[src/hdl/sle_pkg.sv]
// ----------------------------------------------------------------------------
// Sequential list engine package
// Request codes and sequencer states shared by the list engine.
// ----------------------------------------------------------------------------
package sle_pkg;

  localparam logic [1:0] OP_SEARCH = 2'd0;
  localparam logic [1:0] OP_INSERT = 2'd1;
  localparam logic [1:0] OP_REMOVE = 2'd2;

  localparam int unsigned FieldW = 7;
  localparam int unsigned DataW  = 32;

  typedef enum logic [2:0] {
    S_IDLE,
    S_SEARCH,
    S_INSERT,
    S_REMOVE,
    S_DONE
  } state_e;

endpackage

[src/hdl/sequential_list_engine.sv]
// ----------------------------------------------------------------------------
// Sequential list engine
// Ordered list of signed 32-bit values kept in a one-read, one-write memory.
// ----------------------------------------------------------------------------
// The block holds one request at a time and walks the list memory one entry
// per cycle, using a single read port with a registered read and a single
// write port. A search reads the entries in order and stops at the first
// match. An insert at slot p moves the entries from p up one slot, walking
// down from the top, then writes the new value; an append at the end of the
// list moves nothing. A remove of entry p reads it and each entry above it,
// and each shifted entry is read once and written back one slot over. A
// request that fails its checks goes straight to its result. The result sits
// in an output register, so the next request can be taken while the previous
// result waits; a finished request holds the engine until that register is
// free.
module sequential_list_engine
  import sle_pkg::*;
#(
  parameter int unsigned DEPTH = 64
) (
  input  logic                     clk_i,
  input  logic                     rst_ni,
  input  logic                     cfg_we_i,
  input  logic [FieldW-1:0]        cfg_wdata_i,
  input  logic                     in_valid_i,
  output logic                     in_ready_o,
  input  logic [1:0]               op_i,
  input  logic [FieldW-1:0]        position_i,
  input  logic signed [DataW-1:0]  value_i,
  output logic                     out_valid_o,
  input  logic                     out_ready_i,
  output logic                     ok_o,
  output logic [FieldW-1:0]        found_at_o,
  output logic signed [DataW-1:0]  removed_value_o,
  output logic [FieldW-1:0]        count_o
);

  localparam int unsigned AW = (DEPTH > 1) ? $clog2(DEPTH) : 1;
  localparam int unsigned LW = $clog2(DEPTH + 1);
  localparam int unsigned CW = (LW > FieldW) ? LW : FieldW;
  localparam logic [CW-1:0] DepthC = CW'(DEPTH);

  state_e state_q, state_d;

  logic [FieldW-1:0] cap_q;
  logic [LW-1:0]     len_q, len_d;
  logic [LW-1:0]     pos_q, pos_d;
  logic [DataW-1:0]  val_q, val_d;
  logic [LW-1:0]     rd_ptr_q, rd_ptr_d;
  logic              cmp_vld_q, cmp_vld_d;
  logic [LW-1:0]     cmp_idx_q, cmp_idx_d;
  logic              wb_vld_q, wb_vld_d;
  logic              wb_first_q, wb_first_d;
  logic [LW-1:0]     wb_addr_q, wb_addr_d;
  logic              first_q, first_d;
  logic [DataW-1:0]  taken_q, taken_d;
  logic              res_ok_q, res_ok_d;
  logic [FieldW-1:0] res_found_q, res_found_d;
  logic [DataW-1:0]  res_rem_q, res_rem_d;

  logic              out_valid_q, out_valid_d;
  logic              out_ok_q;
  logic [FieldW-1:0] out_found_q;
  logic [DataW-1:0]  out_rem_q;
  logic [FieldW-1:0] out_count_q;
  logic              out_load;

  logic [DataW-1:0]  mem_q [DEPTH];
  logic [DataW-1:0]  rdata_q;
  logic              mem_re;
  logic [AW-1:0]     mem_raddr;
  logic              mem_we;
  logic [AW-1:0]     mem_waddr;
  logic [DataW-1:0]  mem_wdata;

  logic              in_fire;
  logic [CW-1:0]     len_ext, pos_ext, cap_ext;
  logic              ins_bad, rem_bad;

  assign in_ready_o = (state_q == S_IDLE);
  assign in_fire    = in_valid_i & in_ready_o;

  assign len_ext = CW'(len_q);
  assign pos_ext = CW'(position_i);
  assign cap_ext = CW'(cap_q);
  assign ins_bad = (pos_ext > len_ext) || (len_ext >= DepthC) || (len_ext >= cap_ext);
  assign rem_bad = (len_q == '0) || (position_i == '0) || (pos_ext > len_ext);

  always_comb begin
    state_d     = state_q;
    len_d       = len_q;
    pos_d       = pos_q;
    val_d       = val_q;
    rd_ptr_d    = rd_ptr_q;
    cmp_vld_d   = 1'b0;
    cmp_idx_d   = cmp_idx_q;
    wb_vld_d    = 1'b0;
    wb_first_d  = 1'b0;
    wb_addr_d   = wb_addr_q;
    first_d     = first_q;
    taken_d     = taken_q;
    res_ok_d    = res_ok_q;
    res_found_d = res_found_q;
    res_rem_d   = res_rem_q;
    mem_re      = 1'b0;
    mem_raddr   = rd_ptr_q[AW-1:0];
    mem_we      = 1'b0;
    mem_waddr   = wb_addr_q[AW-1:0];
    mem_wdata   = rdata_q;
    out_load    = 1'b0;

    case (state_q)
      S_IDLE: begin
        if (in_fire) begin
          pos_d       = LW'(position_i);
          val_d       = value_i;
          res_ok_d    = 1'b0;
          res_found_d = '0;
          res_rem_d   = '0;
          case (op_i)
            OP_SEARCH: begin
              rd_ptr_d = '0;
              state_d  = S_SEARCH;
            end
            OP_INSERT: begin
              rd_ptr_d = len_q;
              state_d  = ins_bad ? S_DONE : S_INSERT;
            end
            OP_REMOVE: begin
              rd_ptr_d = LW'(position_i) - LW'(1);
              first_d  = 1'b1;
              state_d  = rem_bad ? S_DONE : S_REMOVE;
            end
            default: state_d = S_DONE;
          endcase
        end
      end
      S_SEARCH: begin
        // The compare looks at the entry read in the previous cycle.
        if (cmp_vld_q && (rdata_q == val_q)) begin
          res_ok_d    = 1'b1;
          res_found_d = FieldW'(cmp_idx_q + LW'(1));
          state_d     = S_DONE;
        end else if (rd_ptr_q < len_q) begin
          mem_re    = 1'b1;
          cmp_vld_d = 1'b1;
          cmp_idx_d = rd_ptr_q;
          rd_ptr_d  = rd_ptr_q + LW'(1);
        end else begin
          state_d = S_DONE;
        end
      end
      S_INSERT: begin
        // Walk down from the top: entry a is read, then written to a + 1.
        if (wb_vld_q) begin
          mem_we = 1'b1;
        end
        if (rd_ptr_q > pos_q) begin
          mem_re    = 1'b1;
          mem_raddr = AW'(rd_ptr_q - LW'(1));
          wb_vld_d  = 1'b1;
          wb_addr_d = rd_ptr_q;
          rd_ptr_d  = rd_ptr_q - LW'(1);
        end else if (!wb_vld_q) begin
          mem_we    = 1'b1;
          mem_waddr = pos_q[AW-1:0];
          mem_wdata = val_q;
          len_d     = len_q + LW'(1);
          res_ok_d  = 1'b1;
          state_d   = S_DONE;
        end
      end
      S_REMOVE: begin
        // Walk up from the removed entry: entry a is read, then written to
        // a - 1. The first beat read is the removed entry itself.
        if (wb_vld_q) begin
          if (wb_first_q) begin
            taken_d = rdata_q;
          end else begin
            mem_we = 1'b1;
          end
        end
        if (rd_ptr_q < len_q) begin
          mem_re     = 1'b1;
          wb_vld_d   = 1'b1;
          wb_first_d = first_q;
          wb_addr_d  = rd_ptr_q - LW'(1);
          rd_ptr_d   = rd_ptr_q + LW'(1);
          first_d    = 1'b0;
        end else if (!wb_vld_q) begin
          len_d     = len_q - LW'(1);
          res_ok_d  = 1'b1;
          res_rem_d = taken_q;
          state_d   = S_DONE;
        end
      end
      S_DONE: begin
        if (!out_valid_q || out_ready_i) begin
          out_load = 1'b1;
          state_d  = S_IDLE;
        end
      end
      default: state_d = S_IDLE;
    endcase
  end

  assign out_valid_d = out_load | (out_valid_q & ~out_ready_i);

  always_ff @(posedge clk_i or negedge rst_ni) begin
    if (!rst_ni) begin
      state_q <= S_IDLE;
    end else begin
      state_q <= state_d;
    end
  end

  always_ff @(posedge clk_i or negedge rst_ni) begin
    if (!rst_ni) begin
      cap_q       <= FieldW'(64);
      len_q       <= '0;
      cmp_vld_q   <= 1'b0;
      wb_vld_q    <= 1'b0;
      wb_first_q  <= 1'b0;
      first_q     <= 1'b0;
      out_valid_q <= 1'b0;
    end else begin
      if (cfg_we_i) begin
        cap_q <= cfg_wdata_i;
      end
      len_q       <= len_d;
      cmp_vld_q   <= cmp_vld_d;
      wb_vld_q    <= wb_vld_d;
      wb_first_q  <= wb_first_d;
      first_q     <= first_d;
      out_valid_q <= out_valid_d;
    end
  end

  always_ff @(posedge clk_i) begin
    pos_q       <= pos_d;
    val_q       <= val_d;
    rd_ptr_q    <= rd_ptr_d;
    cmp_idx_q   <= cmp_idx_d;
    wb_addr_q   <= wb_addr_d;
    taken_q     <= taken_d;
    res_ok_q    <= res_ok_d;
    res_found_q <= res_found_d;
    res_rem_q   <= res_rem_d;
    if (out_load) begin
      out_ok_q    <= res_ok_q;
      out_found_q <= res_found_q;
      out_rem_q   <= res_rem_q;
      out_count_q <= FieldW'(len_q);
    end
  end

  // List store: one write port, one read port with registered data.
  always_ff @(posedge clk_i) begin
    if (mem_we) begin
      mem_q[mem_waddr] <= mem_wdata;
    end
    if (mem_re) begin
      rdata_q <= mem_q[mem_raddr];
    end
  end

  assign out_valid_o     = out_valid_q;
  assign ok_o            = out_ok_q;
  assign found_at_o      = out_found_q;
  assign removed_value_o = out_rem_q;
  assign count_o         = out_count_q;

  a_len_bound: assert property (@(posedge clk_i) disable iff (!rst_ni)
    CW'(len_q) <= DepthC)
    else $error("list length exceeds the store depth");

  a_found_ok: assert property (@(posedge clk_i) disable iff (!rst_ni)
    out_valid_o && (found_at_o != '0) |-> ok_o)
    else $error("match position reported without ok");

  a_removed_ok: assert property (@(posedge clk_i) disable iff (!rst_ni)
    out_valid_o && (removed_value_o != '0) |-> ok_o)
    else $error("removed value reported without ok");

  a_search_ptr: assert property (@(posedge clk_i) disable iff (!rst_ni)
    (state_q == S_SEARCH) |-> (rd_ptr_q <= len_q))
    else $error("search pointer ran past the list length");

endmodule

[config.mk]
export PLATFORM = sky130hd
export DESIGN_NAME = sequential_list_engine
export DESIGN_NICKNAME = d
export VERILOG_FILES = /design/src/hdl/sle_pkg.sv /design/src/hdl/sequential_list_engine.sv
export SDC_FILE = /design/constraint.sdc
export NUM_CORES = 2
export LEC_CHECK = 0
export ABC_AREA = 1
export BUFFER_PORTS_ARGS = -buffer_cell sky130_fd_sc_hd__buf_2
export CAP_MARGIN = 20
export CORE_ASPECT_RATIO = 0.75
export CORE_MARGIN = 2
export CORE_UTILIZATION = 45
export CTS_BUF_LIST = sky130_fd_sc_hd__clkbuf_16
export DETAILED_ROUTE_END_ITERATION = 10
export GPL_ROUTABILITY_DRIVEN = 1
export PLACE_DENSITY = 0.6
export SLEW_MARGIN = 20
export SYNTH_ARGS = -nofsm -noshare
export SYNTH_HDL_FRONTEND = slang
export SYNTH_SLANG_ARGS = --single-unit
[constraint.sdc]
create_clock -name clk_i -period 6.7 [get_ports clk_i]
set_input_delay 0.335 -clock clk_i [delete_from_list [all_inputs] [get_ports clk_i]]
set_output_delay 0.335 -clock clk_i [all_outputs]
set_load 0.1 [all_outputs]
==> Yosys cells after proc, flatten, opt, wreduce, memory -nomap -nowiden <==
Memories as Yosys holds them, arrays and structs flattened. A register that Yosys moved wholly into a read port is not among the register bits.
Cells that the tools add are included.
W data, S select, Z words.
{ "op_classes": {"add_sub_neg": 6, "magnitude_cmp": 5, "n_eq_ne": 20, "n_mux": 68, "bitwise": 5, "n_reduce_logical": 26} }
{ "ops": {"columns": ["cell", "count"], "rows": [
  ["$mux W32", 6],
  ["$mux W7", 10],
  ["$pmux W32 S2", 1],
  ["$mux W6", 7],
  ["$eq A32 B32 Y1", 1],
  ["$pmux W7 S2", 2],
  ["$pmux W7 S4", 1],
  ["$mux W3", 9],
  ["$mux W1", 23],
  ["$add A7 B1 Y7 const B", 3],
  ["$pmux W7 S3", 1],
  ["$sub A7 B1 Y7 const B", 3],
  ["$reduce_and A5 Y1", 4],
  ["$ne A2 B2 Y1 const B", 9],
  ["$pmux W3 S5", 1],
  ["$gt A7 B7 Y1", 2],
  ["$logic_not A7 Y1", 2],
  ["$pmux W6 S2", 1],
  ["$reduce_and A3 Y1", 4],
  ["$pmux W3 S3", 1],
  ["$reduce_and A4 Y1", 2],
  ["$ge A7 B7 Y1", 1],
  ["$ge A7 B7 Y1 const B", 1],
  ["$lt A7 B7 Y1", 1],
  ["other kinds (22)", 34]
]} }
{ "word_totals": {"reg_bits": 200, "mem_bits_rw": 2048, "input_bits": 53, "out_inout_bits": 49, "memories": 1} }
{ "mem_list": {"columns": ["memory", "words", "width", "read_ports", "rd_ports_with_merged_regs", "wr", "line", "text"], "rows": [
  ["mem_q", 64, 32, 1, 1, 1, "sequential_list_engine.sv:68", "logic [DataW-1:0] mem_q [DEPTH];"]
]} }

==> Longest topological paths before layout <==
{ "depth": {"depth_word": 7, "depth_mapped": 22, "mapped_depth_nobuf": 18} }

==> Least setup slack after synthesis <==
No wires, ideal clock.
{ "synth_path": {"path_type": "flip-flop to flip-flop", "from": "register rd_ptr_q[0]", "to": "memory mem_q[33][0] (enable)", "setup_ns": 0.501, "arrival_ns": 5.222, "required_ns": 6.199, "setup_slack_ns": 0.976, "path_stages_with_launch": 14, "path_buffers": 1, "synth_period_minus_slack_ns": 5.724, "path_cell_list": "edfxtp_1 > clkbuf_1 > inv_2 > ha_1 > nand3b_2 > nand2_1 > nand2_1 > inv_2 > nand2_4 > o21ai_0 > inv_1 > nor2_1 > nand2_2 > nor4_1"} }
{ "synth_via": {"elab_chain_len": 5, "elab_cells_between_ends": 7} }
{ "synth_lines": {"columns": ["element", "line", "text"], "rows": [
  ["start: declaration", "sequential_list_engine.sv:49", "logic [LW-1:0] rd_ptr_q, rd_ptr_d;"],
  ["start signal: assignment", "sequential_list_engine.sv:242", "rd_ptr_q <= rd_ptr_d;"],
  ["$gt A7 B7 Y1 (*)", "sequential_list_engine.sv:158", "if (rd_ptr_q > pos_q) begin"],
  ["$mux W1", "sequential_list_engine.sv:158", null],
  ["$pmux W1 S2", "sequential_list_engine.sv:112", "case (state_q)"],
  ["$mux W1", "sequential_list_engine.sv:259", "if (mem_we) begin"],
  ["$mux W1 (not written as such)", "sequential_list_engine.sv:260", "mem_q[mem_waddr] <= mem_wdata;"],
  ["end: declaration", "sequential_list_engine.sv:68", null]
]} }
Every way passes the cells marked *; elsewhere a longest branch is shown, timed or not.

==> Worst setup path in the final report <==
{ "layout_path": {"from": "register rd_ptr_q[0]", "to": "register rdata_q[8] (read register of mem_q), data pin"} }
{ "layout_via": {"elab_chain_len": 4, "elab_cells_between_ends": 9} }
{ "layout_lines": {"columns": ["element", "line", "text"], "rows": [
  ["$lt A7 B7 Y1", "sequential_list_engine.sv:144, sequential_list_engine.sv:183", null],
  ["$mux W1", "sequential_list_engine.sv:144, sequential_list_engine.sv:183", null],
  ["$mux W1", "sequential_list_engine.sv:140", "if (cmp_vld_q && (rdata_q == val_q)) begin"],
  ["$pmux W1 S3", "sequential_list_engine.sv:112", null],
  ["end: declaration", "sequential_list_engine.sv:69", "logic [DataW-1:0] rdata_q;"]
]} }
Several ways; a longest one is shown, not always the timed one.
A chain may end at the register's enable or synchronous reset.

==> metrics.txt <==
CTS buffer count=217; Residual DRC=0; final setup vio count=0; Required @ worst endpoint=around 7.4 ns; clock period minus worst slack=approximately 5.3 ns; dpl hpwl=about 170000 um; CTS clk-pin slew, worst paths=about 0.070 ns; Yosys cell types=52; most used cell, CP=nand3_1; fin. max-slew vios=0; slew margin rel.=25.2%; most frequently used flop master after synthesis=edfxtp_1; Total GRT Usage=25.9%; grt ovf=0; Die Span Y=roughly 400 um; Hold Vio Cnt, Final=0; Tightest Hold Check Type=in2reg; drt total wl=296000 um; dpl cells=12300; #FFs+latches synth=2280; Final ANT Viol Nets=0; sequential-to-total area share from yosys stat=between 60% and 70%; EDFF count, synth=2258; Setup TNS Final=0 ns; CP Launch Type=flop; CTS tree=done; critical path type=reg2reg; Die ar.=225000 um2; compound-cell area share of the yosys netlist=0.705%; Root Buffer=clkbuf_16; Num Clock Sinks=approximately 2300; initial antenna violation count=11; Critical Path AT=5.96 ns; Avg WL per Cell=roughly 23 um; Worst Skew=0.0452 ns; Cell Count, Final, Fillers Out=approximately 13000; width of the die=~550 um; PwrDens=a little under 400 nW/um2; Mapped Nets=between 9000 and 10000; worst slew pin tran=between 1 and 1.5 ns; Synth Area in Simple Gates=just under 20%; Synth Instances=between 9000 and 10000; first-pass GRT wire length=between 400000 and 500000 um; Avg Cell Area, Syn=about 11 um2; number of placed I/O pins=between 100 and 150; largest family of logic cells by synthesized area=simple AND/OR/NAND/NOR gates; Clock Latency Late Sink=around 0.88 ns; outcome=finished clean; RSZ-0062 raised after global routing=false; Area Overhead vs Synth=12.5%; max incr delay on CP=between 0.6 and 0.7 ns; adder-cell area share of the yosys netlist=less than 1%; Critical-path top delay cell=inv_8; YS warnings=0; most common cell after layout, fill and taps aside=nand2_1; post-CTS setup buffers=0; gpl congestion=0.865; first-pass iteration count of the detailed router=8; Period Utilization, post-route=78.4%; Critical Path End Type=flop; Max VDD drop=0.000373 V; share of synthesized area spent on multiplexers=less than 1%; Via Count=approximately 68000; largest net degree at the start of global routing=148; Initial Util=45.3%; Pleak=between 0.04 and 0.05 uW; asr flop ratio synth=0.965%; initial DRC count=just under 9000; core area=220000 um2; Clock Path Buffers=4; XOR/XNOR Fraction of Synth Area=less than 1%; CTS H-tree lvls=4; # port buffers=~100; vias in the first global route=about 63000; Max Cap Violations=0; fin util=between 50 and 60%; drt via density=roughly 5.3; Mapped Area=about 100000 um2; most frequent cells in the layout=nand2_1, edfxtp_1, inv_1; Row Count=between 100 and 150; worst-path cell chain=inv_2, ha_1, inv_1, nand3_1, nand2_1, nand2_1, nand2_2, nand3_4, nand2_2, nand2_8, inv_8, buf_12, nand3_1, nand3_1, nand3_1, nand3_1, nand3_1, nand2_1; share of cells above drive strength 1=under 10%; critical path peak fanout=between 80 and 90; Layout Nets=~9700; Max Fclk=between 150 and 200 MHz
==> through the flow <==
stage                     setup slack [ns]  power [uW]  instance area, um2  hold WS [ns]
after floorplan                      0.976       26800               99500        0.0394
after global placement                1.69       32300              104000         0.345
after detailed placement              1.63       32500              104000         0.359
after CTS                             1.61       44300              112000         0.131
after global routing                  1.25       46100              112000         0.163
final                                 1.45       44400              112000         0.182
==> cell families after synthesis <==
logic type	count (synthesis)
and+or+nand+nor	4474
buffers and inverters	2508
DFF	2280
AOI/OAI and AO/OA	121
adders and majority gates	41
xor gates and xnor gates	27
muxes	16
==> flip-flops by register name (all words and copies together), names as in the netlist, 3 cells and up <==
signal	flops
val_q	32
res_found_q	7
mem_q	2048
taken_q	32
count_o	7
pos_q	7
cap_ext	7
len_ext	7
removed_value_o	32
wb_addr_q	6
res_rem_q	32
rd_ptr_q	7
cmp_idx_q	7
found_at_o	7
rdata_q	32
state_q	3
==> Yosys cell counts, types with 3 or more instances <==
| library cell | n | share of area (%) |
|---|---|---|
| o21ai_0 | 62 | 0.31 |
| clkbuf_1 | 63 | 0.24 |
| o211ai_1 | 5 | 0.038 |
| edfxtp_1 | 2258 | 68 |
| a211oi_1 | 4 | 0.030 |
| mux2_2 | 16 | 0.18 |
| nand2_2 | 6 | 0.038 |
| inv_1 | 2037 | 7.7 |
| nor4_1 | 8 | 0.050 |
| o21ai_2 | 3 | 0.026 |
| buf_4 | 37 | 0.28 |
| nand3_1 | 2011 | 10 |
| xnor2_1 | 13 | 0.11 |
| buf_6 | 9 | 0.10 |
| nand2_1 | 2263 | 8.5 |
| o22ai_1 | 5 | 0.031 |
| nor2_1 | 145 | 0.55 |
| buf_2 | 323 | 1.6 |
| a21oi_1 | 20 | 0.10 |
| or2_2 | 7 | 0.044 |
| inv_2 | 9 | 0.034 |
| nor3_1 | 8 | 0.040 |
| nand4_1 | 13 | 0.082 |
| nand2_4 | 3 | 0.034 |
| ha_1 | 40 | 0.50 |
| o21ai_1 | 4 | 0.020 |
| buf_1 | 30 | 0.11 |
| dfrtp_1 | 21 | 0.53 |
| xor2_1 | 14 | 0.12 |
==> cell type report <==
cell class,count,area (um2)
clock inverter,162,1160
multi-input combinational,4679,21900
sequential,2280,68400
timing repair buffer,387,3540
fill,19200,108000
clock buffer,221,5530
tap,2944,3680
antenna,5,12.5
inverter,2046,7700
==> final timing paths <==
path | from | endpoint | slack [ns] | cells past startpoint
max | rd_ptr_q[0] | rdata_q[8] | 1.45 | 18
min | value_i[6] | val_q[6] | 0.18 | 2
max reg2reg | rd_ptr_q[0] | rdata_q[8] | 1.45 | 18
min reg2reg | res_rem_q[31] | removed_value_o[31] | 0.42 | 0
max in group asynchronous | rst_ni | len_ext[6] | 5.63 | 4
min in group asynchronous | rst_ni | cap_ext[6] | 0.52 | 3
==> layer usage <==
layer / routed length (um) / GRT usage [%]
met3: 28300 / 3.92
met1: 126000 / 38.0
met4: 10000 / 8.35
met2: 131000 / 39.6
met5: 10 / 0
==> repair_timing <==
| action | 4_1_cts | 5_1_grt |
|---|---|---|
| hold endpoints to repair | 79 | 0 |
| hold buffers | 66 | 0 |
| gates resized for setup | 0 | 0 |
==> critical path: cells and delay by family (launching register included) <==
family,cells,cell delay (ns)
flip-flops,1,0.60
AND/OR/NAND/NOR,13,2.60
buffers and inverters,4,1.35
adder cells (fa/ha/maj),1,0.22
==> report_power, final <==
group	switching [uW]	leakage [uW]	internal (uW)
Clock	5320	0.00345	6620
Combinational	11500	0.0232	3620
Sequential	307	0.0207	17000
Total	17100	0.0473	27300
Power figures use the tool's default switching activity.
